## src/rtl/rchc_pkg.sv

```systemverilog
`default_nettype none
package rchc_pkg;

	// Histogram geometry
	localparam int HIST_BINS = 64;
	localparam int BIN_W = $clog2(HIST_BINS);
	localparam int PW = BIN_W + 1;
	localparam int TOP_HARMONIC = 6;

	// Field and state widths
	localparam int TS_W = 40;
	localparam int BW_W = 20;
	localparam int CNT_W = 31;
	localparam int ACC_W = 64;
	localparam int PROD_W = 2 * ACC_W;
	localparam int REG_W = 16;
	localparam int PER_W = 28;
	localparam int CLS_W = 3;
	localparam int OUT_W = 80;
	localparam int CFG_AW = 3;
	localparam int CFG_DW = 32;

	// Shared divider and square root sizes
	localparam int DIV_W = 80;
	localparam int DIVR_W = 64;
	localparam int DIVS_W = $clog2(DIV_W + 1);
	localparam int SHORT_STEPS = TS_W + 8;
	localparam int ROOT_W = 80;

	localparam logic [BW_W-1:0] BW_DEFAULT = BW_W'(256);
	localparam logic [CNT_W-1:0] CNT_MAX = '1;
	localparam logic [PER_W-1:0] PERIOD_MAX = '1;

	// Operation codes carried on the input kind field
	localparam logic [1:0] FUNC_OBSERVE = 2'd0;
	localparam logic [1:0] FUNC_ESTIMATE = 2'd1;
	localparam logic [1:0] FUNC_CLEAR = 2'd2;

	// Cadence classes
	localparam logic [CLS_W-1:0] CLASS_ONCE = 3'd0;
	localparam logic [CLS_W-1:0] CLASS_NEAR = 3'd1;
	localparam logic [CLS_W-1:0] CLASS_PERIODIC = 3'd2;
	localparam logic [CLS_W-1:0] CLASS_QUASI = 3'd3;
	localparam logic [CLS_W-1:0] CLASS_EVENT = 3'd4;

	typedef enum logic [3:0] {
		ST_IDLE,
		ST_OBS_SUM,
		ST_OBS_DIV,
		ST_OBS_WR,
		ST_EST_MUL1,
		ST_EST_MUL2,
		ST_EST_CHK,
		ST_EST_SQRT,
		ST_EST_DIVR,
		ST_EST_CLASS,
		ST_EST_DIVP,
		ST_EST_DIV6,
		ST_EST_SCAN1,
		ST_EST_SCAN2,
		ST_EST_FINAL,
		ST_DONE
	} state_t;

	// Status of a multi-cycle arithmetic unit
	typedef struct packed {
		logic busy;
		logic done;
	} unit_stat_t;

	// Control of the histogram memory
	typedef struct packed {
		logic clear;
		logic rd_en;
		logic [BIN_W-1:0] rd_addr;
		logic wr_en;
		logic [BIN_W-1:0] wr_addr;
	} hist_req_t;

endpackage
`default_nettype wire

```

## src/rtl/rchc_mul.sv

```systemverilog
`default_nettype none
module rchc_mul (
	input wire logic clk,
	input wire logic arst_n,
	input wire logic start,
	input wire logic [rchc_pkg::ACC_W-1:0] a,
	input wire logic [rchc_pkg::ACC_W-1:0] b,
	output logic [rchc_pkg::PROD_W-1:0] product,
	output rchc_pkg::unit_stat_t stat
);
	import rchc_pkg::*;

	localparam int MC_W = $clog2(ACC_W + 1);

	logic [PROD_W-1:0] a_q;
	logic [ACC_W-1:0] b_q;
	logic [PROD_W-1:0] acc_q;
	logic [MC_W-1:0] cnt_q;
	logic busy_q;
	logic done_q;

	// Shift-and-add, one multiplier bit per cycle.
	always_ff @(posedge clk) begin
		if (start) begin
			a_q <= PROD_W'(a);
			b_q <= b;
			acc_q <= '0;
		end else if (busy_q) begin
			if (b_q[0]) begin
				acc_q <= acc_q + a_q;
			end
			a_q <= a_q << 1;
			b_q <= b_q >> 1;
		end
	end

	always_ff @(posedge clk or negedge arst_n) begin
		if (!arst_n) begin
			busy_q <= 1'b0;
			done_q <= 1'b0;
			cnt_q <= '0;
		end else begin
			done_q <= 1'b0;
			if (start) begin
				busy_q <= 1'b1;
				cnt_q <= MC_W'(ACC_W);
			end else if (busy_q) begin
				cnt_q <= cnt_q - 1'b1;
				if (cnt_q == MC_W'(1)) begin
					busy_q <= 1'b0;
					done_q <= 1'b1;
				end
			end
		end
	end

	assign product = acc_q;
	assign stat.busy = busy_q;
	assign stat.done = done_q;

endmodule
`default_nettype wire

```

## config.mk

```make
export PLATFORM = sky130hd
export DESIGN_NAME = rchc_mul
export DESIGN_NICKNAME = d
export VERILOG_FILES = /design/src/rtl/rchc_pkg.sv /design/src/rtl/rchc_mul.sv
export SDC_FILE = /design/constraint.sdc
export NUM_CORES = 1
export LEC_CHECK = 0
export BUFFER_PORTS_ARGS = -buffer_cell sky130_fd_sc_hd__buf_2
export CAP_MARGIN = 10
export CORE_UTILIZATION = 50
export DETAILED_ROUTE_END_ITERATION = 8
export PLACE_DENSITY = 0.75
export SYNTH_ARGS = -nofsm -noshare
export SYNTH_HDL_FRONTEND = slang
export SYNTH_SLANG_ARGS = --single-unit
```

## constraint.sdc

```tcl
create_clock -name clk -period 9.84 [get_ports clk]
set_clock_uncertainty 0.05 [all_clocks]
set_input_delay 1.476 -clock clk [delete_from_list [all_inputs] [get_ports clk]]
set_output_delay 1.476 -clock clk [all_outputs]
set_load 0.02 [all_outputs]
```

# ---- Word level (Yosys, flattened, before mapping)
# Index checks and enable logic that the tools add are counted.
dict set report word_totals {
  latchBits 0
  input_bits 131
  mem_bits_ro 0
  register_bits 329
  elab_cells 24
  mem_bits_rw 0
  n_memories 0
}
dict set report classes {
  n_addsub 2
  div 0
  n_mux 12
  shifts 0
  n_reduce_logical 2
  magnitude_cmp 0
  mul 0
  bitwise_logic 0
  n_eq_ne 1
}
# operator n
set ops {}
lappend ops {{$mux W64} 4}
lappend ops {{$add A128 B128 Y128} 1}
lappend ops {{$mux W7} 2}
lappend ops {{$eq A7 B1 Y1 const B} 1}
lappend ops {{$sub A7 B1 Y7 const B} 1}
lappend ops {{$mux W1} 6}
lappend ops {{$reduce_and A2 Y1} 1}
lappend ops {{$reduce_bool A2 Y1} 1}

# ---- Logic depth before layout (Yosys ltp)
dict set report depth {
  word_depth 4
  ltp_mapped 13
}

# ---- Least setup slack after synthesis
# Ideal clock, no wire load.
dict set report synth_timing {
  kind {input -> register}
  from {input start}
  to {register a_q[0], enable pin}
  n_path_buf 2
  t_required_ns 9.309
  cell_stages 4
  arrival_ns 4.559
  path_slack_ns 4.750
  cell_sequence {clkbuf_1 > clkbuf_1 > nor2_1 > inv_1}
}
dict set report synth_via {
  elab_chain_len 1
}
# item line_no
set synth_lines {}
lappend synth_lines {{start: declaration} rchc_mul.sv:5} ;# input wire logic start,
lappend synth_lines {{$reduce_bool A2 Y1 (no source line)} -}
lappend synth_lines {{end signal: assignment} rchc_mul.sv:25} ;# a_q <= PROD_W'(a);
lappend synth_lines {{end signal: assignment} rchc_mul.sv:32} ;# a_q <= a_q << 1;
lappend synth_lines {{end: declaration} rchc_mul.sv:15} ;# logic [PROD_W-1:0] a_q;
# No other way between the ends.
# A chain may end at the register's enable or synchronous reset.

# ---- Final worst setup path
dict set report layout_timing {
  from {register a_q[0]}
  to {register acc_q[116], in the netlist product[116]}
}
dict set report layout_via {
  elab_chain_len 1
}
# item line_no
set layout_lines {}
lappend layout_lines {{$add A128 B128 Y128} rchc_mul.sv:30} ;# acc_q <= acc_q + a_q;
lappend layout_lines {{end signal: assignment} rchc_mul.sv:30}
lappend layout_lines {{end: declaration} rchc_mul.sv:17} ;# logic [PROD_W-1:0] acc_q;
# No other way between the ends.

==> out/qor.tcl <==
set qor(tritoncts) {built}
set qor(grt_max_degree) 88
set qor(drt-initial-drc-count) 1512
set qor(topRoutingLayerUsed) {met5}
set qor(max_cap_violations) 0
set qor(asyncSetResetFlopFracSynth) 0.0274
set qor(place_hpwl_mm) 45.8
set qor(path_clk_slew_ns) 0.06
set qor(crit_arrival_ns) 4.44
set qor(synth_seq_cells) 329
set qor(boundaryPins) 261
set qor(place.gp.congestion) 0.960
set qor(synth_top_cells_by_area) {dfxtp_1 19%, edfxtp_1 19%, ha_1 7.8%}
set qor(timing.hold.worst_endpoint) {product[35]$_SDFFE_PP0P_}
set qor(final_layout_size_suffix_gt1_frac) 0.187
set qor(synth_top_area_share) 0.186
set qor(routed_wire_length_per_instance_um) 19.7
set qor(setup_total_negative_slack_ns) 0
set qor(global_route_total_overflow) 0
set qor(worst_r2r_path_depth) 13
set qor(drtAntennaViolNets) 0
set qor(postLayoutCellArea_sq_mm) 0.0234
set qor(timing.final.crit_period_ns) 4.09
set qor(worst-setup-path-type) {reg2reg}
set qor(grtUsageTotal) 0.286
set qor(detail_route.drc_violations) 0
set qor(critPathMaxFanout) 6
set qor(worst_ir_drop_vdd_mv) 0.160
set qor(worst_slew_margin_rel) 0.211
set qor(vias) 18464
set qor(ctsHtreeMaxLevel) 2
set qor(synth_top_flop_cell) {dfxtp_1}
set qor(post_synth_most_frequent_cells) {308 x nand2_1, 277 x a21oi_1, 198 x nor2_1}
set qor(crit_path_cell_trace) {ha_1 -> fa_1 -> a21oi_1 -> o211ai_2 -> o211ai_1 -> o22ai_1 -> o21ai_0 -> a21oi_2 -> a31oi_2 -> o21ai_2 -> a41oi_1 -> xor2_1 -> o21ai_1}
set qor(die_x_um) 206
set qor(synth_area_leader_cell) {dfxtp_1}
set qor(cts.sinks) 329
set qor(drt-met1-wl_mm) 27.2
set qor(fin_crit_sh) 0.415
set qor(stdcell_count) 3075
set qor(cp.required_ns) 10.20
set qor(io_buffer_count) 260
set qor(reg2reg_setup_slack_ns) 5.75
set qor(synthMostInstantiatedCell) {nand2_1}
set qor(drtPass1Iterations) 5
set qor(synth_edf_count) 128
set qor(hp-start) {product[35]$_SDFFE_PP0P_}
set qor(avgSynthCellArea_sq_um) 8.86
set qor(clk_path_buf_depth) 3
set qor(die_h_um) 206
set qor(netlist_area_sq_mm) 0.0207
set qor(antenna_found_initial) 2
set qor(worstSkewPairLatency_ns) 0.56
set qor(post_synth_num_cell_types) 84
set qor(p_leak_nw) 10.2
set qor(holdBufCountCts) 0
set qor(postSynthCellCount) 2338
set qor(final_util) 0.574
set qor(cp-startpoint) {a_q[0]$_SDFFCE_PN0P_}
set qor(final_net_count) 2775
set qor(fp.dieArea_sq_mm) 0.0422
set qor(floorplan.initialDensity) 0.507
set qor(setup_viol) 0
set qor(cp_slowest_stage_delay_ns) 0.45
set qor(status) {finished, final reports clean}
set qor(cts_made_buffers) 37
set qor(wl_met2_mm) 27.2
set qor(worstSetupStartpointType) {flop}
set qor(number_of_filler_instances_in_the_final_layout) 3698
set qor(grt_pass1_wl_mm) 95.9
set qor(worst_slew_pin_slew_ns) 1.18
set qor(timing.fmax_ghz) 0.245
set qor(maxSlewViolCount) 0
set qor(drt-total-wl_mm) 60.4
set qor(number_of_cells_on_the_worst_hold_path) 2
set qor(vias_per_cell) 6.00
set qor(final_hold_viol_count) 0
set qor(cts_setup_buffers) 0
set qor(grt_setup_unrepaired) {false}
set qor(coreArea_sq_mm) 0.0408
set qor(total_power_w) 0.00475
set qor(synth_sequential_area_ratio) 0.382
set qor(placed_cells_incl_taps) 3007
set qor(hp-class) {reg2reg}
set qor(worst_flop_to_flop_path_endpoint) {product[116]$_SDFFE_PP0P_}
set qor(crit_path_end_kind) {flop}
set qor(grt_pass1_vias) 17920
set qor(core.rowCount) 74
set qor(synthToLayoutAreaGrowth_pct) 13.1
set qor(dr_wl_met3_mm) 4.37
set qor(synth.yosys.warnings) 0
set qor(power.density_mw_per_mm2) 203
set qor(syn_nets) 2599
set qor(detailed_place.area_sq_mm) 0.0223
set qor(critical-path-slowest-cell) {a41oi_1}
set qor(root_buffer) {clkbuf_16}
set qor(rr_startpoint) {a_q[0]$_SDFFCE_PN0P_}
set qor(postCtsResizedCells) 0
==> per-layer routing <==
metal,GRT usage,up-vias
met1,0.384,8885
li1,-,8877
met3,0.0667,108
met5,0,-
met4,0.0934,2
met2,0.450,592
==> cell type report <==
cell class / count / area (sq um) / area share
Multi-Input combinational cell: 1830 / 12100 / 0.518
Sequential cell: 329 / 7920 / 0.338
Timing Repair Buffer: 268 / 1370 / 0.0585
Clock buffer: 59 / 1060 / 0.0452
Tap cell: 532 / 666 / 0.0284
Inverter: 48 / 183 / 0.00780
Clock inverter: 8 / 101 / 0.00433
Antenna cell: 1 / 2.50 / 0.000107
==> stage by stage <==
stage	setup WS (ns)	hold slack (ns)
floorplan	4.75	0.437
global placement	5.40	0.406
detailed placement	5.37	0.416
CTS	5.81	0.423
global route	5.51	0.444
finish	5.75	0.421
==> cells in the final DEF, fill, tap and decap left out, types with 47 or more instances in the layout <==
cell      instances
inv_1            47
a21o_1           65
ha_1            129
nand2_1         306
xnor2_1          74
mux2i_1          64
a21oi_1         277
edfxtp_1        128
nand4_1          73
nor2_1          196
buf_2           259
mux2_2          126
o21ai_0         155
dfxtp_1         192
==> critical path, delay by kind of cell, from the launching register on <==
kind | cells | cell delay (ns)
DFF | 1 | 0.40
adders and majority gates | 2 | 0.68
AOI/OAI and AO/OA | 10 | 2.62
xor gates and xnor gates | 1 | 0.18
==> how the worst max path moves through the flow <==
stage / endpoint / slack, ns / depth (start not counted)
2_1_floorplan: a_q[0]$_SDFFCE_PN0P_ / 4.75 / 4
3_3_place_gp: product[122]$_SDFFE_PP0P_ / 5.40 / 7
3_5_place_dp: product[105]$_SDFFE_PP0P_ / 5.37 / 6
4_1_cts: product[116]$_SDFFE_PP0P_ / 5.81 / 13
5_1_grt: product[116]$_SDFFE_PP0P_ / 5.51 / 13
6_report: product[116]$_SDFFE_PP0P_ / 5.75 / 13
==> flip-flops by register name, indices dropped and copies added, names as in the netlist <==
| signal | flops |
|---|---|
| a_q | 128 |
| cnt_q | 7 |
| done_q | 1 |
| busy_q | 1 |
| b_q | 64 |
| product | 128 |
==> cells by family after synthesis <==
| kind of cell | after synthesis | synth area share |
|---|---|---|
| XOR/XNOR | 116 | 0.0491 |
| adder cells (fa/ha/maj) | 130 | 0.0789 |
| buffers and inverters | 179 | 0.0334 |
| AO/OA/AOI/OAI | 697 | 0.207 |
| flip-flops | 329 | 0.382 |
| AND/OR/NAND/NOR | 697 | 0.150 |
| multiplexers | 190 | 0.0994 |
==> where the power goes <==
part	leakage, nW	total (W)	switching [W]	internal [W]
clock	0.554	0.00136	0.000569	0.000793
sequential	3.03	0.00172	0.000120	0.00160
combinational	6.61	0.00166	0.00105	0.000614
total	10.2	0.00475	0.00174	0.00301
(Power assumes the default switching activity.)
