$ cat src/rtl/rchc_pkg.sv
`default_nettype none
package rchc_pkg;

	// Histogram geometry
	localparam int HIST_BINS = 64;
	localparam int BIN_W = $clog2(HIST_BINS);
	localparam int PW = BIN_W + 1;
	localparam int TOP_HARMONIC = 6;

	// Field and state widths
	localparam int TS_W = 40;
	localparam int BW_W = 20;
	localparam int CNT_W = 31;
	localparam int ACC_W = 64;
	localparam int PROD_W = 2 * ACC_W;
	localparam int REG_W = 16;
	localparam int PER_W = 28;
	localparam int CLS_W = 3;
	localparam int OUT_W = 80;
	localparam int CFG_AW = 3;
	localparam int CFG_DW = 32;

	// Shared divider and square root sizes
	localparam int DIV_W = 80;
	localparam int DIVR_W = 64;
	localparam int DIVS_W = $clog2(DIV_W + 1);
	localparam int SHORT_STEPS = TS_W + 8;
	localparam int ROOT_W = 80;

	localparam logic [BW_W-1:0] BW_DEFAULT = BW_W'(256);
	localparam logic [CNT_W-1:0] CNT_MAX = '1;
	localparam logic [PER_W-1:0] PERIOD_MAX = '1;

	// Operation codes carried on the input kind field
	localparam logic [1:0] FUNC_OBSERVE = 2'd0;
	localparam logic [1:0] FUNC_ESTIMATE = 2'd1;
	localparam logic [1:0] FUNC_CLEAR = 2'd2;

	// Cadence classes
	localparam logic [CLS_W-1:0] CLASS_ONCE = 3'd0;
	localparam logic [CLS_W-1:0] CLASS_NEAR = 3'd1;
	localparam logic [CLS_W-1:0] CLASS_PERIODIC = 3'd2;
	localparam logic [CLS_W-1:0] CLASS_QUASI = 3'd3;
	localparam logic [CLS_W-1:0] CLASS_EVENT = 3'd4;

	typedef enum logic [3:0] {
		ST_IDLE,
		ST_OBS_SUM,
		ST_OBS_DIV,
		ST_OBS_WR,
		ST_EST_MUL1,
		ST_EST_MUL2,
		ST_EST_CHK,
		ST_EST_SQRT,
		ST_EST_DIVR,
		ST_EST_CLASS,
		ST_EST_DIVP,
		ST_EST_DIV6,
		ST_EST_SCAN1,
		ST_EST_SCAN2,
		ST_EST_FINAL,
		ST_DONE
	} state_t;

	// Status of a multi-cycle arithmetic unit
	typedef struct packed {
		logic busy;
		logic done;
	} unit_stat_t;

	// Control of the histogram memory
	typedef struct packed {
		logic clear;
		logic rd_en;
		logic [BIN_W-1:0] rd_addr;
		logic wr_en;
		logic [BIN_W-1:0] wr_addr;
	} hist_req_t;

endpackage
`default_nettype wire

$ cat src/rtl/rchc_sqrt.sv
`default_nettype none
module rchc_sqrt (
	input wire logic clk,
	input wire logic arst_n,
	input wire logic start,
	input wire logic [rchc_pkg::PROD_W-1:0] radicand,
	output logic [rchc_pkg::ROOT_W-1:0] root,
	output rchc_pkg::unit_stat_t stat
);
	import rchc_pkg::*;

	localparam int RAD_W = 2 * ROOT_W;
	localparam int SC_W = $clog2(ROOT_W + 1);

	logic [RAD_W-1:0] rad_q;
	logic [ROOT_W:0] rem_q;
	logic [ROOT_W-1:0] root_q;
	logic [SC_W-1:0] cnt_q;
	logic busy_q;
	logic done_q;
	logic [ROOT_W+2:0] rem_n;
	logic [ROOT_W+2:0] trial;
	logic [ROOT_W+2:0] rem_sub;
	logic ge;

	// Digit-by-digit integer square root of radicand * 2^32, two radicand
	// bits per cycle.
	assign rem_n = {rem_q, rad_q[RAD_W-1 -: 2]};
	assign trial = {1'b0, root_q, 2'b01};
	assign ge = rem_n >= trial;
	assign rem_sub = rem_n - trial;

	always_ff @(posedge clk) begin
		if (start) begin
			rad_q <= {radicand, {(RAD_W - PROD_W){1'b0}}};
			rem_q <= '0;
			root_q <= '0;
		end else if (busy_q) begin
			rad_q <= rad_q << 2;
			rem_q <= ge ? rem_sub[ROOT_W:0] : rem_n[ROOT_W:0];
			root_q <= {root_q[ROOT_W-2:0], ge};
		end
	end

	always_ff @(posedge clk or negedge arst_n) begin
		if (!arst_n) begin
			busy_q <= 1'b0;
			done_q <= 1'b0;
			cnt_q <= '0;
		end else begin
			done_q <= 1'b0;
			if (start) begin
				busy_q <= 1'b1;
				cnt_q <= SC_W'(ROOT_W);
			end else if (busy_q) begin
				cnt_q <= cnt_q - 1'b1;
				if (cnt_q == SC_W'(1)) begin
					busy_q <= 1'b0;
					done_q <= 1'b1;
				end
			end
		end
	end

	assign root = root_q;
	assign stat.busy = busy_q;
	assign stat.done = done_q;

endmodule
`default_nettype wire

$ cat config.mk
export PLATFORM = sky130hd
export DESIGN_NAME = rchc_sqrt
export DESIGN_NICKNAME = d
export VERILOG_FILES = /design/src/rtl/rchc_pkg.sv /design/src/rtl/rchc_sqrt.sv
export SDC_FILE = /design/constraint.sdc
export NUM_CORES = 1
export LEC_CHECK = 0
export ABC_CLOCK_PERIOD_IN_PS = 3750
export BUFFER_PORTS_ARGS = -buffer_cell sky130_fd_sc_hd__buf_2
export CELL_PAD_IN_SITES_DETAIL_PLACEMENT = 1
export CELL_PAD_IN_SITES_GLOBAL_PLACEMENT = 2
export CORE_UTILIZATION = 33
export DETAILED_ROUTE_END_ITERATION = 10
export PLACE_DENSITY = 0.75
export SLEW_MARGIN = 0
export SYNTH_ARGS = -nofsm -noshare
export SYNTH_HDL_FRONTEND = slang
export SYNTH_SLANG_ARGS = --single-unit
$ cat constraint.sdc
create_clock -name clk -period 3.75 [get_ports clk]
set_input_delay 0.1875 -clock clk [delete_from_list [all_inputs] [get_ports clk]]
set_output_delay 0.1875 -clock clk [all_outputs]
set_load 0.03 [all_outputs]
---- Yosys cells after proc, flatten, opt, wreduce, memory -nomap -nowiden ----
Cells that the tools add are included.
operators by class
  add/subtract/negate cells ............... 2
  $mul .................................... 0
  div/mod/pow operators ................... 0
  order comparisons ....................... 1
  equal/unequal tests ..................... 1
  shifts and indexed selects .............. 0
  multiplexer cells ....................... 11
  bitwise operators ....................... 0
  reductions and logical operators ........ 1
operators with widths
  operator               number
  $mux W160              2
  $ge A83 B82 Y1         1
  $mux W81               1
  $sub A81 B81 Y81       1
  $mux W7                2
  $eq A7 B1 Y1 const B   1
  $sub A7 B1 Y7 const B  1
  $mux W1                6
  $reduce_bool A2 Y1     1
storage, ports and cells
  flip-flop bits (word level) ............. 298
  latch bits .............................. 0
  RAM bits ................................ 0
  memory bits (read-only) ................. 0
  output and inout port bits .............. 82
  word-level logic and storage cells ...... 22
  memories ................................ 0

---- Depth between registers and ports, before layout ----
  depth after elaboration ................. 4
  mapped depth ............................ 15
  gate-level depth less buffers ........... 12

---- Least setup slack after synthesis ----
OpenSTA, ideal clock, no wires.
  path kind ............................... input port to flip-flop
  from .................................... input start
  to ...................................... register rad_q[100], enable pin
  library setup time ...................... 0.481 ns
  arrival ................................. 3.303 ns
  path slack .............................. -0.034 ns
  stages on the path ...................... 4
  cells stage by stage .................... clkbuf_1 -> nor2_1 -> clkbuf_1 -> inv_1
on the way
  word-level cells in the longest chain between the ends .. 1
RTL lines
  item                                 line             RTL
  start: declaration                   rchc_sqrt.sv:5   input wire logic start,
  $reduce_bool A2 Y1 (no source line)  -
  end signal: assignment               rchc_sqrt.sv:35  rad_q <= {radicand, {(RAD_W - PROD_W){1'b0}}};
  end signal: assignment               rchc_sqrt.sv:39  rad_q <= rad_q << 2;
  end: declaration                     rchc_sqrt.sv:15  logic [RAD_W-1:0] rad_q;
No other way between the ends.
A chain may end at the register's enable or synchronous reset.

---- Final worst setup path ----
  from .................................... register root_q[12] (netlist: root[12])
  to ...................................... register rem_q[67]
on the way
  word-level cells in the longest chain between the ends .. 2
  elaborated cells between the ends (all ways) .. 3
RTL lines
  item                                                       line                              RTL
  start: declaration                                         rchc_sqrt.sv:17                   logic [ROOT_W-1:0] root_q;
  start signal: assignment                                   rchc_sqrt.sv:41                   root_q <= {root_q[ROOT_W-2:0], ge};
  $sub A81 B81 Y81 / $ge A83 B82 Y1 (equally long branches)  rchc_sqrt.sv:31, rchc_sqrt.sv:30
  $mux W81 (*)                                               rchc_sqrt.sv:40                   rem_q <= ge ? rem_sub[ROOT_W:0] : rem_n[ROOT_W:0];
  end signal: assignment                                     rchc_sqrt.sv:40
  end: declaration                                           rchc_sqrt.sv:16                   logic [ROOT_W:0] rem_q;
Mark *: on every way between the ends. The rest lies on a longest branch, timed or not.

==> flow_summary.json <==
{
  "r2r_end": "rem_q[67]",
  "crit_path_end_kind": "register",
  "drtAntennaViolNets": 0,
  "dieArea_um2": 53500,
  "antenna_found_initial": 3,
  "cellPowerDensity_nw_per_um2": 810,
  "grt_pass1_wl_um": 90700,
  "final_common_cell": "nor2_1",
  "yosysTopAreaCell": "edfxtp_1",
  "syn_area_um2": 17300,
  "fin_crit_ns": 3.49,
  "grt-ovfl-total": 0,
  "cp.arrival_ns": 3.90,
  "via_count": 14900,
  "synthMuxAreaShare_pct": 13.5,
  "nets": 2359,
  "ir_worst_vdd_uv": 481,
  "place_ws_ns": 0.0593,
  "yosysTopAreaCellShare_pct": 22.2,
  "routed_wl_um": 57800,
  "placed_area_um2": 19200,
  "worst-r2r-setup-slack_ns": 0.26,
  "synth.area.top_cells": "edfxtp_1, dfxtp_1, mux2_2, ha_1, mux2i_1",
  "crit_required_ns": 4.16,
  "utilization_pct": 42.4,
  "period_share_pct": 93.2,
  "viasPerCell": 5.23,
  "place_hpwl_um": 38700,
  "synth_cell_types": 77,
  "use_met3_pct": 4.55,
  "outcome": "finished clean",
  "synth_top_family_by_area": "compound AO/OA/AOI/OAI gates",
  "final_cell_mix": "nor2_1, buf_2, dfxtp_1",
  "synth_compound_area_share_pct": 17.2,
  "drv_cap": 0,
  "worstSetupPathType": "reg2reg",
  "maxSlewViolCount": 0,
  "top_usage_layer": "met2",
  "maxSlewHeadroom_pct": 40.9,
  "finalInstanceArea_um2": 21900,
  "io_pins": 213,
  "gp_congestion": 0.883,
  "root_buffer": "clkbuf_16",
  "worst_slack_ns": 0.255,
  "p_leak_uw": 0.00976,
  "p_int_uw": 10100,
  "ys_seq_elements": 298,
  "cts_tree": "built",
  "synth.avg_cell_area_um2": 9.48,
  "placed_cells": 2652,
  "p_seq_share_pct": 24.0,
  "synthSimpleGateAreaFrac_pct": 11.8,
  "tightestPinTransition_ns": 0.886,
  "synth_xor_area_share_pct": 4.04,
  "wl_per_cell_um": 20.2,
  "yosysWarnings": 0,
  "rows": 83,
  "crit_end": "rem_q[67]",
  "fp.dieW_um": 231,
  "grt_pass1_vias": 16000,
  "pwr-share-clk_pct": 21.4,
  "cts_buffers": 38,
  "setup_viol": 0,
  "synth_fp_nets": 2044,
  "clock_path_buffers": 3,
  "combPwrFrac_pct": 54.6,
  "rsz0062_at_grt": "no",
  "synth_enable_flop_cells": 128,
  "cts_max_level": 2,
  "rr_startpoint": "root[12]",
  "holdCritPathClass": "in2reg",
  "drc": 0,
  "grt_use_met2_pct": 36.3,
  "ys_dominant_reg_cell": "dfxtp_1",
  "async_flop_share_pct": 3.02,
  "port_buffers": 212,
  "finalHoldViolCount": 0,
  "grt_usage_pct": 21.4,
  "yosysSeqAreaShare_pct": 42.1,
  "startpoint": "root[12]",
  "cts_sinks": 298,
  "start_kind": "register",
  "fill_cells": 5817,
  "switching_share_pct": 42.7,
  "die_y_um": 231,
  "max_freq_mhz": 286,
  "first_pass_iters": 5,
  "tns_ns": 0,
  "drt_iter0_markers": 797,
  "syn_inst": 1829,
  "clk_latency_ns": 0.57,
  "crit_fanout": 22,
  "final_cell_count_no_fill": 2855,
  "netSwitchingPower_uw": 7560,
  "drive_above_1_share_pct": 21.4,
  "grt_max_degree": 134,
  "area_growth_pct": 26.1,
  "grt_util_met1_pct": 27.4,
  "core_area_um2": 51600,
  "post_synth_fa_ha_maj_area_fraction_pct": 6.06,
  "skew_ns": 0.0305,
  "worst-r2r-cell-count": 14,
  "path_clk_slew_ns": 0.06,
  "floorplan.initialDensity_pct": 33.6
}
## cells by family (layout without fill, tap and decap cells)
| family | after synthesis | after routing |
|---|---|---|
| AND/OR/NAND/NOR | 460 | 460 |
| flip-flops | 298 | 298 |
| XOR/XNOR | 80 | 80 |
| other | 0 | 2 |
| AO/OA/AOI/OAI | 457 | 457 |
| buffers and inverters | 233 | 577 |
| adder cells (fa/ha/maj) | 84 | 84 |
| multiplexers | 217 | 217 |
## power groups by stage
| stage | Combinational (uW) | Clock, uW | Sequential [uW] |
|---|---|---|---|
| 2_1_floorplan | 6690 | 0 | 4190 |
| 3_3_place_gp | 9180 | 0 | 4290 |
| 3_5_place_dp | 9270 | 0 | 4300 |
| 4_1_cts | 9450 | 3850 | 4240 |
| 5_1_grt | 10600 | 4000 | 4310 |
| 6_report | 9660 | 3780 | 4250 |
## registers in the layout (all words and copies together) (netlist names)
| name | count |
|---|---|
| rad_q | 128 |
| done_q | 1 |
| root | 80 |
| cnt_q | 7 |
| busy_q | 1 |
| rem_q | 81 |
## worst max-delay path, cell delays in order, from the launching register on
cell       delay [ns]
dfxtp_1          0.38
inv_1            0.08
ha_1             0.40
a21oi_1          0.25
o21ai_1          0.15
a2111oi_1        0.44
o21ai_1          0.19
and2_1           0.28
a21o_1           0.25
a21oi_4          0.20
buf_12           0.14
buf_12           0.16
nor2_1           0.11
a21oi_1          0.20
a211oi_1         0.10
## per-stage QoR
stage	power [uW]	hold WS, ns
floorplan	10900	-0.108
global placement	13500	0.0547
detailed placement	13600	0.0609
CTS	17500	0.0219
global route	18900	0.0374
finish	17700	0.0144
## routing by layer
layer,vias up,wire (um)
met4,2,1120
met1,7331,26200
li1,7220,-
met5,-,13
met3,76,2870
met2,303,27500
## worst min-delay path by stage
stage	startpoint	cells past startpoint	slack [ns]	end
5_1_grt	start	2	0.04	cnt_q[3]
4_1_cts	start	2	0.02	cnt_q[3]
2_1_floorplan	arst_n	0	-0.11	busy_q
6_report	start	2	0.01	cnt_q[3]
3_5_place_dp	arst_n	1	0.06	done_q
3_3_place_gp	arst_n	1	0.05	cnt_q[3]
## area by class of cell
type | instances | area (um^2) | area share (%)
Antenna cell | 2 | 5.00 | 0.0229
Inverter | 114 | 432 | 1.97
Sequential cell | 298 | 7300 | 33.4
Multi-Input combinational cell | 1298 | 9150 | 41.9
Clock inverter | 14 | 184 | 0.841
Timing Repair Buffer | 394 | 2870 | 13.1
Tap cell | 680 | 851 | 3.89
Clock buffer | 55 | 1080 | 4.92
## what timing repair did
| action | in CTS | in global routing |
|---|---|---|
| buffers inserted | 0 | 2 |
| hold endpoints to repair | 137 | 0 |
| endpoints found under the setup margin | 0 | 51 |
| resized for setup | 0 | 5 |
| hold buffers | 129 | 0 |
## cells in the mapped netlist (4+ instances only)
master    number
nor2_1       224
dfxtp_1      161
a21oi_1      147
edfxtp_1     128
mux2_2       126
inv_1        113
nand2_1       99
mux2i_1       86
ha_1          84
clkbuf_1      83
xnor2_1       51
nand4_1       48
a211oi_1      44
o21ai_0       44
a21o_1        42
o21ai_1       34
xor2_1        29
o21bai_1      22
buf_2         20
nor3_1        19
nand3_1       17
o211ai_1      15
a31oi_1       14
o211a_1       13
a22oi_1       11
nor4_1        11
buf_1         10
dfrtp_1        9
o21a_1         8
o31ai_1        8
a32oi_1        6
and2_1         6
nand2b_1       6
nor2b_1        6
mux2_1         5
o31a_1         5
or3_1          5
a221o_1        4
a41oi_1        4
and3_1         4
o221ai_1       4
(Power assumes the default switching activity.)
