File: src/rtl/rchc_pkg.sv
`default_nettype none
package rchc_pkg;

	// Histogram geometry
	localparam int HIST_BINS = 64;
	localparam int BIN_W = $clog2(HIST_BINS);
	localparam int PW = BIN_W + 1;
	localparam int TOP_HARMONIC = 6;

	// Field and state widths
	localparam int TS_W = 40;
	localparam int BW_W = 20;
	localparam int CNT_W = 31;
	localparam int ACC_W = 64;
	localparam int PROD_W = 2 * ACC_W;
	localparam int REG_W = 16;
	localparam int PER_W = 28;
	localparam int CLS_W = 3;
	localparam int OUT_W = 80;
	localparam int CFG_AW = 3;
	localparam int CFG_DW = 32;

	// Shared divider and square root sizes
	localparam int DIV_W = 80;
	localparam int DIVR_W = 64;
	localparam int DIVS_W = $clog2(DIV_W + 1);
	localparam int SHORT_STEPS = TS_W + 8;
	localparam int ROOT_W = 80;

	localparam logic [BW_W-1:0] BW_DEFAULT = BW_W'(256);
	localparam logic [CNT_W-1:0] CNT_MAX = '1;
	localparam logic [PER_W-1:0] PERIOD_MAX = '1;

	// Operation codes carried on the input kind field
	localparam logic [1:0] FUNC_OBSERVE = 2'd0;
	localparam logic [1:0] FUNC_ESTIMATE = 2'd1;
	localparam logic [1:0] FUNC_CLEAR = 2'd2;

	// Cadence classes
	localparam logic [CLS_W-1:0] CLASS_ONCE = 3'd0;
	localparam logic [CLS_W-1:0] CLASS_NEAR = 3'd1;
	localparam logic [CLS_W-1:0] CLASS_PERIODIC = 3'd2;
	localparam logic [CLS_W-1:0] CLASS_QUASI = 3'd3;
	localparam logic [CLS_W-1:0] CLASS_EVENT = 3'd4;

	typedef enum logic [3:0] {
		ST_IDLE,
		ST_OBS_SUM,
		ST_OBS_DIV,
		ST_OBS_WR,
		ST_EST_MUL1,
		ST_EST_MUL2,
		ST_EST_CHK,
		ST_EST_SQRT,
		ST_EST_DIVR,
		ST_EST_CLASS,
		ST_EST_DIVP,
		ST_EST_DIV6,
		ST_EST_SCAN1,
		ST_EST_SCAN2,
		ST_EST_FINAL,
		ST_DONE
	} state_t;

	// Status of a multi-cycle arithmetic unit
	typedef struct packed {
		logic busy;
		logic done;
	} unit_stat_t;

	// Control of the histogram memory
	typedef struct packed {
		logic clear;
		logic rd_en;
		logic [BIN_W-1:0] rd_addr;
		logic wr_en;
		logic [BIN_W-1:0] wr_addr;
	} hist_req_t;

endpackage
`default_nettype wire

File: src/rtl/rchc_div.sv
`default_nettype none
module rchc_div (
	input wire logic clk,
	input wire logic arst_n,
	input wire logic start,
	input wire logic [rchc_pkg::DIV_W-1:0] dividend,
	input wire logic [rchc_pkg::DIVR_W-1:0] divisor,
	input wire logic [rchc_pkg::DIVS_W-1:0] steps,
	output logic [rchc_pkg::DIV_W-1:0] quotient,
	output rchc_pkg::unit_stat_t stat
);
	import rchc_pkg::*;

	logic [DIV_W-1:0] dvd_q;
	logic [DIVR_W-1:0] dsr_q;
	logic [DIVR_W:0] rem_q;
	logic [DIV_W-1:0] quo_q;
	logic [DIVS_W-1:0] cnt_q;
	logic busy_q;
	logic done_q;
	logic [DIVR_W:0] trial;
	logic ge;

	// Restoring division, one quotient bit per cycle. The dividend arrives
	// left aligned, so the step count selects how many of its bits are used.
	assign trial = {rem_q[DIVR_W-1:0], dvd_q[DIV_W-1]};
	assign ge = trial >= {1'b0, dsr_q};

	always_ff @(posedge clk) begin
		if (start) begin
			dvd_q <= dividend;
			dsr_q <= divisor;
			rem_q <= '0;
			quo_q <= '0;
		end else if (busy_q) begin
			rem_q <= ge ? trial - {1'b0, dsr_q} : trial;
			quo_q <= {quo_q[DIV_W-2:0], ge};
			dvd_q <= dvd_q << 1;
		end
	end

	always_ff @(posedge clk or negedge arst_n) begin
		if (!arst_n) begin
			busy_q <= 1'b0;
			done_q <= 1'b0;
			cnt_q <= '0;
		end else begin
			done_q <= 1'b0;
			if (start) begin
				busy_q <= 1'b1;
				cnt_q <= steps;
			end else if (busy_q) begin
				cnt_q <= cnt_q - 1'b1;
				if (cnt_q == DIVS_W'(1)) begin
					busy_q <= 1'b0;
					done_q <= 1'b1;
				end
			end
		end
	end

	assign quotient = quo_q;
	assign stat.busy = busy_q;
	assign stat.done = done_q;

endmodule
`default_nettype wire

File: config.mk
export PLATFORM = sky130hd
export DESIGN_NAME = rchc_div
export DESIGN_NICKNAME = d
export VERILOG_FILES = /design/src/rtl/rchc_pkg.sv /design/src/rtl/rchc_div.sv
export SDC_FILE = /design/constraint.sdc
export NUM_CORES = 1
export LEC_CHECK = 0
export BUFFER_PORTS_ARGS = -buffer_cell sky130_fd_sc_hd__buf_4
export CAP_MARGIN = 20
export CORE_MARGIN = 10
export CORE_UTILIZATION = 32
export DETAILED_ROUTE_END_ITERATION = 8
export SETUP_SLACK_MARGIN = 0.5
export SLEW_MARGIN = 10
export SYNTH_ARGS = -nofsm -noshare
export SYNTH_HDL_FRONTEND = slang
export SYNTH_SLANG_ARGS = --single-unit
File: constraint.sdc
create_clock -name clk -period 4.2 [get_ports clk]
set_input_delay 0.42 -clock clk [delete_from_list [all_inputs] [get_ports clk]]
set_output_delay 0.42 -clock clk [all_outputs]
set_load 0.01 [all_outputs]
# [Word level (Yosys, flattened, before mapping)]
# Cells that the tools add are included.
[totals] register_bits=297 latch_bits=0 ramBits=0 romBits=0 in_bits=154 out_inout_bits=82 word_cells=23 n_memories=0
[classes] add_sub_neg=2 n_mul=0 div_mod_pow=0 n_lt_le_gt_ge=1 eq_ne=1 n_shift=0 mux=11 bitwise=0 n_reduce_logical=1
[op_table] cell="80-bit two-way mux" count=2
[op_table] cell="65-bit by 64-bit >= comparator with 1-bit output" count=1
[op_table] cell="64-bit two-way mux" count=1
[op_table] cell="64-bit subtractor" count=1
[op_table] cell="7-bit two-way mux" count=2
[op_table] cell="7-bit by 1-bit equality test with 1-bit output, second input constant" count=1
[op_table] cell="7-bit by 1-bit subtractor with 7-bit output, second input constant" count=1
[op_table] cell="1-bit two-way mux" count=6
[op_table] cell="2-bit nonzero test" count=1

# [Longest topological paths before layout]
# Gate-level depths: netlist (run 1).
[logic_depth] word_depth=4 mapped_depth=15 mapped_depth_nobuf=13

# [Worst setup path before layout (run 1)]
# OpenSTA, ideal clock, no wires.
[synth_path] kind="register to register" start="reg dsr_q[1]" end="reg rem_q[56]" setup_ns=0.132 t_arrival_ns=2.864 t_required_ns=4.068 slack_ns=1.203 stages_incl_launch_ff=15 path_buffers=2 synth_period_minus_slack_ns=2.997 cell_sequence="edfxtp_1 inv_1 ha_1 nor2b_1 o2111a_1 o31ai_2 a211oi_1 o211a_1 o31ai_4 a21o_4 nand2_4 buf_6 buf_6 a221oi_2 o211ai_1"
[synth_via] elab_chain_len=2 elab_cells_between_ends=3 cone_classes="1 x add/sub; 1 x order compare; 1 x mux"
[synth_rtl] element="start: declaration" line="rchc_div.sv:15" text="logic [DIVR_W-1:0] dsr_q;"
[synth_rtl] element="start signal: assignment" line="rchc_div.sv:32" text="dsr_q <= divisor;"
[synth_rtl] element="64-bit subtractor or 65-bit by 64-bit >= comparator with 1-bit output (tied branches)" line="rchc_div.sv:36, rchc_div.sv:27"
[synth_rtl] element="64-bit two-way mux (*)" line="rchc_div.sv:36" text="rem_q <= ge ? trial - {1'b0, dsr_q} : trial;"
[synth_rtl] element="end signal: assignment" line="rchc_div.sv:36"
[synth_rtl] element="end: declaration" line="rchc_div.sv:16" text="logic [DIVR_W:0] rem_q;"
# Every way passes the cells marked *; elsewhere a longest branch is shown, timed or not.
# A chain may end at the register's enable or synchronous reset.

# [Worst setup path in the final report (run 1)]
[layout_path] start="reg dsr_q[32]" end="reg rem_q[52]"
# Same word-level chain as after synthesis.

==> metrics.md, run 1 <==
| Metric | Value |
|---|---|
| Status | finished clean |
| Top-area cell type share of the netlist area | between 20% and 30% |
| Antenna violations before repair | 9 |
| Met3 usage | 6.07% |
| Top FF cell, synth | edfxtp_1 |
| Top cells by count, synth | nor2_1, nand2_1, dfxtp_1, edfxtp_1, inv_1 |
| Crit end category | flip-flop |
| Crit path kind | reg -> reg |
| Detailed Route Iter0 Violations | between 800 and 900 |
| FILL cells | 4688 |
| Number of global-route vias before repair | 12400 |
| Required time of the critical path | 4.66 ns |
| Hold Path Class | in -> reg |
| Synthesis warning total | 0 |
| Buffers on Ports | roughly 240 |
| Net Switching | approximately 4.2 mW |
| Post-synthesis sequential area ratio | 47.7% |
| Sw frac | a little under two fifths |
| Hold Fails Final Rpt | 0 |
| Synth cell types | approximately 80 |
| Met2 Track Usage GR | between 20 and 25% |
| Hold path depth | 1 |
| Avg WL per Cell | 18.2 um |
| Power Dens Cells | 592 nW/um^2 |
| Avg Inst Size Synth | 10.0 um^2 |
| Gate Count Post-Synth | 1553 |
| Worst-margin pin slew | 0.903 ns |
| Most common cell in the netlist | nor2_1 |
| Tcrit/Tclk final | 84.5% |
| RSZ-0062 raised after global routing | true |
| Post-synth ARST share | slightly above 3% |
| Cell area after synthesis | about 16000 um^2 |
| R2R Setup Slk | 0.65 ns |
| DRC violations left | 0 |
| Worst reg-to-reg path cell count | 10 |
| Worst flop-to-flop path endpoint | rem_q[52] |
| RePlAce Congestion | approximately 0.89 |
| Clock transition at path regs | around 0.06 ns |
| Fin Setup TNS | 0 ns |
| Min-delay src | divisor[48] |
| Worst-Skew Late Latency | 0.57 ns |
| Largest cells by area after synthesis | edfxtp_1, dfxtp_1, mux2_2 |
| Clock network fraction of total power | 28.5% |
| Die area | 57900 um^2 |
| Vias per cell | about 5.1 |
| Pre-Repair DR Iteration Count | 6 |
| Post-synth EDFFs | about 140 |
| Total wire length | between 40 and 50 mm |
| CTS Buf Count | 37 |
| Core area | 47900 um^2 |
| Fin crit period | ~3.5 ns |
| Cell taking the most area after synthesis | edfxtp_1 |
| Congestion Overflow GR | 0 |
| Layout cells sized above 1 | around 23% |
| WHS Endpoint | dsr_q[48] |
| Overall Global Routing Usage | between 10% and 20% |
| P&R area growth vs syn | 22.7% |
| Sequential power share | 33.5% |
| Initial core utilization | 32.5% |
| Yosys reg bits | 297 |
| Int Pwr | 7.10 mW |
| First-pass GRT wire length | 68.2 mm |
| Hold slack | a little under 0.03 ns |
| Pin count of the biggest net entering global routing | ~140 |
| Static Leakage | 8.50 nW |
| Startpoint Class | flip-flop |
| Htree depth | 2 |
| Final slew viol count | 0 |
| CTS tree | done |
| Combinational Power Share | 38.0% |
| Peak VDD IR | 0.334 mV |
| Top Usage Layer GRT | met2 |
| Max cap viols | 0 |
| Clock sink count | 297 |
| Reg-to-reg startpoint | dsr_q[32] |
| Cell chosen for the clock root | clkbuf_16 |
| Fmax | 0.282 GHz |
| Arrival @ worst endpoint | 4.01 ns |
| Met1 GRT Util | between 10% and 20% |
| Dpl cells | 2323 |
| Fin cells | 2396 |
| HPWL after DPL | approximately 32 mm |
| Vias | approximately 12000 |
| Worst relative slew slack | approximately two fifths |
| Post-DRT Antenna Nets | 0 |
| Die width | ~240 um |
| # rows | 80 |
| Worst-path fanout max | 12 |
| Die H | roughly 240 um |
| Ports | 236 |
| Syn nets | 1774 |
| Clock skew | 0.0219 ns |
| Final setup vio count | 0 |
| CTS Buffer Depth | 3 |
| Final nets | 1972 |
-- worst max-delay path by stage --
| stage | start | end | slack (ns) |
|---|---|---|---|
| 2_1_floorplan | dsr_q[1] | rem_q[56] | 1.20 |
| 3_3_place_gp | dsr_q[1] | rem_q[28] | 0.66 |
| 3_5_place_dp | dsr_q[1] | rem_q[30] | 0.61 |
| 4_1_cts | dsr_q[1] | rem_q[30] | 0.56 |
| 5_1_grt | dsr_q[32] | rem_q[52] | 0.46 |
| 6_report | dsr_q[32] | rem_q[52] | 0.65 |
-- layout make-up --
type,instances,area (um^2),share of cell area (%)
Antenna cell,2,5.00,0.0262
Clock buffer,49,1040,5.47
Clock inverter,18,193,1.01
Inverter,94,353,1.85
Multi-Input combinational cell,1072,7410,38.7
Sequential cell,297,7440,38.9
Tap cell,615,769,4.03
Timing Repair Buffer,249,1910,9.99
-- power by group through the flow --
stage / registers [mW] / clock network [mW] / logic, mW
4_1_cts: 3.79 / 3.32 / 4.20
3_5_place_dp: 3.84 / 0 / 4.17
5_1_grt: 3.85 / 3.43 / 4.76
2_1_floorplan: 3.75 / 0 / 3.27
6_report: 3.79 / 3.23 / 4.30
3_3_place_gp: 3.84 / 0 / 4.14
-- metrics by stage --
stage / area (um^2) / setup WS, ns / power [mW] / util, %
after global routing: 19100 / 0.461 / 12.0 / 39.9
after floorplan: 15600 / 1.20 / 7.03 / -
after global placement: 17800 / 0.664 / 7.98 / 37.1
after detailed placement: 17800 / 0.614 / 8.01 / 37.1
after CTS: 19100 / 0.556 / 11.3 / 39.8
final: 19100 / 0.651 / 11.3 / 39.9
-- routing by layer --
layer  vias up  share of wire, %
met5         -              0.24
met4        14               2.4
met3        87               9.2
met2       346                45
met1      5786                43
li1       6016                 -
-- what timing repair did --
| action | in CTS | in global routing |
|---|---|---|
| buffers inserted | 0 | 0 |
| setup endpoints to repair | 0 | 42 |
| gates resized for setup | 0 | 8 |
| hold endpoints to repair | 11 | 0 |
| hold buffers | 3 | 0 |
-- kinds of logic after synthesis --
kind of cell | count (synthesis) | synth area share (%)
flip-flops | 297 | 47.7
XOR/XNOR | 53 | 2.98
buffers and inverters | 185 | 5.01
AND/OR/NAND/NOR | 459 | 13.0
adder cells (fa/ha/maj) | 67 | 5.43
multiplexers | 168 | 11.5
AO/OA/AOI/OAI | 324 | 14.4
-- state kept, by name (all words and copies together) (netlist names) --
name      flops
busy_q        1
cnt_q         7
done_q        1
dsr_q        64
dvd_q        80
quotient     80
rem_q        64
-- worst max-delay path: stages, from the launching register on --
cell	delay, ns
edfxtp_1	0.32
inv_1	0.04
ha_1	0.47
nand2_1	0.17
nor3_1	0.54
nand3_1	0.15
o21ai_0	0.43
a21o_1	0.48
nor2_4	0.18
or4_1	0.50
and3_1	0.17
-- layout by cell type (no fill, tap or decap), types with 8 or more instances in the layout --
cell type	synthesis	layout
a211oi_1	14	13
a21o_1	32	32
a21oi_1	84	83
a311oi_1	42	42
a31oi_1	10	10
buf_4	2	243
clkbuf_1	61	8
clkbuf_16	0	40
dfrtp_1	9	8
dfxtp_1	144	144
edfxtp_1	144	144
ha_1	66	66
inv_1	93	92
mux2_2	83	83
mux2i_1	85	85
nand2_1	159	159
nand3_1	29	29
nand4_1	28	28
nor2_1	174	174
nor3_1	20	20
o211ai_1	12	12
o21ai_0	50	49
o21bai_1	14	14
xnor2_1	35	35
xor2_1	18	18
Note: power is estimated with default switching activity, not from simulation.
==> run 2, diff against run 1 <==
Settings changed: ABC_AREA set to 1.
Clock period 4.2 ns to 3.2 ns, I/O delays scaled along.
==> metrics.md, run 2 <==
| Metric | Value |
|---|---|
| Die H | between 200 and 300 um |
| CTS Buffer Depth | 3 |
| Largest cells by area after synthesis | edfxtp_1, nand2_1, dfxtp_1 |
| Die width | about 250 um |
| Top cells by count, synth | nand2_1, inv_1, nand3_1 |
| Cell area after synthesis | 17500 um^2 |
| Cell chosen for the clock root | clkbuf_16 |
| Top FF cell, synth | edfxtp_1 |
| RePlAce Congestion | 0.980 |
| Most frequent cells in the layout | nand2_1, inv_1, buf_4 |
| Htree depth | 2 |
| DRC violations left | 0 |
| Number of global-route vias before repair | 15800 |
| RSZ-0062 raised after global routing | true |
| Final slew viol count | 0 |
| Final Instance Area | 21900 um^2 |
| Overall Global Routing Usage | 17.4% |
| Pin count of the biggest net entering global routing | 116 |
| P&R area growth vs syn | 25.6% |
| Highest cell delay on the worst timing path | 0.39 ns |
| Post-synth ARST share | 3.03% |
| Reg-to-reg startpoint | dsr_q[41] |
| Footprint of the multi-input gates | 7810 um^2 |
| Fin cells | 3531 |
| Avg WL per Cell | approximately 16 um |
| Delay-heaviest family, CP | simple AND/OR/NAND/NOR gates |
| Top-area cell type share of the netlist area | 24.7% |
| Vias | around 16000 |
| Critical path buffers and inverters | 2 |
| Detailed Route Iter0 Violations | 1100 |
| Peak VDD IR | about 0.37 mV |
| Yosys reg bits | just under 300 |
| Most common cell in the netlist | nand2_1 |
| Final nets | 3025 |
| Hold Path Class | in -> reg |
| Pre-Repair DR Iteration Count | 5 |
| Max cap viols | 0 |
| Gate Count Post-Synth | 2513 |
| Post-DRT Antenna Nets | 0 |
| Core area | roughly 54000 um^2 |
| Tcrit/Tclk final | 81.2% |
| # rows | 85 |
| Die area | 64400 um^2 |
| CTS Buf Count | 36 |
| Synth cell types | 45 |
| Static Leakage | 11.4 nW |
| Post-synth EDFFs | 144 |
| Cell taking the most area after synthesis | edfxtp_1 |
| Ports | 236 |
| Worst-Skew Late Latency | roughly 0.56 ns |
| Fin crit period | 2.60 ns |
| Final setup vio count | 0 |
| Synthesis warning total | 0 |
| Congestion Overflow GR | 0 |
| Worst-margin pin slew | ~0.85 ns |
| Critical path, cell by cell | inv_1 -> ha_1 -> nand2_1 -> nor2_1 -> nand2_1 -> nor2_2 -> and3_1 -> nand2_4 -> nand2_4 -> bufbuf_16 -> nand2_1 -> nand3_1 -> nand2_1 |
| Min-delay src | steps[4] |
| Most frequent CP cell | nand2_1 |
| Status | finished clean |
| Crit end category | flip-flop |
| First-pass GRT wire length | 88.5 mm |
| Reg area | 7430 um^2 |
| Clock sink count | 297 |
| Power Dens Cells | roughly 420 nW/um^2 |
| Hold Fails Final Rpt | 0 |
| Clock transition at path regs | ~0.06 ns |
| Fin Setup TNS | 0 ns |
| Slowest cell on the critical path | ha_1 |
| Crit path launch | dsr_q[41] |
| Required time of the critical path | around 3.7 ns |
| Fmax | 0.385 GHz |
| FILL cells | roughly 5600 |
| Final Power | between 9 and 10 mW |
| Buffers on Ports | 235 |
| Post-synthesis sequential area ratio | a little over two fifths |
| Layout cells sized above 1 | 13.0% |
| Worst relative slew slack | 43.2% |
| Clock skew | 0.0185 ns |
| Total wire length | 57.0 mm |
| Post-Place Cell Area | 20000 um^2 |
| CTS tree | done |
| Syn nets | 2734 |
| Antenna violations before repair | 7 |
| Dpl cells | 3388 |
| Commonest non-fill, non-tap cell in the layout | nand2_1 |
| R2R Setup Slk | 0.60 ns |
| Avg Inst Size Synth | 6.95 um^2 |
| Worst-path fanout max | 32 |
| Vias per cell | 4.57 |
| Initial core utilization | 32.4% |
| Crit path kind | reg -> reg |
| Arrival @ worst endpoint | 3.04 ns |
| Startpoint Class | flip-flop |
| HPWL after DPL | 42.9 mm |
[run 2: cell types whose count changed in the layout (fill, tap and decap cells not counted), sizes merged, moves of 31 or more]
cell / previous run / this run
a21oi: 88 / 51
a311oi: 43 / 0
mux2i: 85 / 0
a21o: 33 / 2
inv: 95 / 528
mux2: 83 / 0
nand2: 160 / 1013
nand3: 30 / 170
dlygate4sd3: 3 / 70
nor2: 176 / 106
o22ai: 2 / 78
[run 2: worst paths after layout]
kind,cells after the start,to
setup / recovery,13,rem_q[42]
hold / removal,3,cnt_q[4]
max in group asynchronous,2,cnt_q[1]
min in group asynchronous,2,cnt_q[3]
hold reg to reg,2,rem_q[63]
setup reg to reg,13,rem_q[42]
[run 2: repair_timing]
action | 4_1_cts | 5_1_grt
setup endpoints to repair | 32 | 65
pin swaps | 0 | 2
endpoints found under the hold margin | 78 | 0
resized for setup | 3 | 19
buffers inserted | 0 | 3
hold buffers | 70 | 0
cloned | 1 | 0
[run 2: routing by layer]
metal  global-route usage, %  wire length (um)
met5                       0                48
met4                    5.06              1400
met3                    4.61              4520
met2                    28.0             25300
met1                    22.4             25700
[run 2: cells by family (layout without fill, tap and decap cells)]
| logic type | count (synthesis) | count (layout) | synth area share (%) |
|---|---|---|---|
| fa+ha+maj | 67 | 67 | 4.84 |
| simple gates | 1344 | 1344 | 31.7 |
| xor+xnor | 34 | 34 | 1.70 |
| other cells | 0 | 3 | 0 |
| flops | 297 | 297 | 42.5 |
| compound gates | 177 | 177 | 6.01 |
| buf+inv | 594 | 913 | 13.2 |
[run 2: per-stage QoR]
step	setup WS (ns)	util, %	hold slack [ns]
floorplan	0.854	-	0.0244
global placement	0.395	37.0	0.156
global route	0.390	40.7	0.0323
finish	0.603	40.7	0.0168
detailed placement	0.367	37.0	0.156
CTS	0.504	40.5	0.00800
[run 2: report_power, final]
| part | switching [mW] | internal (mW) | total (mW) |
|---|---|---|---|
| clock | 1.70 | 2.34 | 4.03 |
| combinational | 0.552 | 0.391 | 0.943 |
| sequential | 0.0635 | 4.20 | 4.27 |
| total | 2.31 | 6.93 | 9.24 |
[run 2: tightest hold or removal path: stages]
cell	delay, ns
buf_4	0.07
nand2_1	0.06
nand3_1	0.08
[run 2: layout make-up]
| class | instances | area share (%) |
|---|---|---|
| timing repair buffer | 322 | 12.3 |
| clock buffer | 47 | 4.44 |
| antenna | 3 | 0.0342 |
| multi-input combinational | 1622 | 35.6 |
| sequential | 297 | 33.9 |
| tap | 696 | 3.97 |
| clock inverter | 19 | 0.792 |
| inverter | 525 | 9.00 |
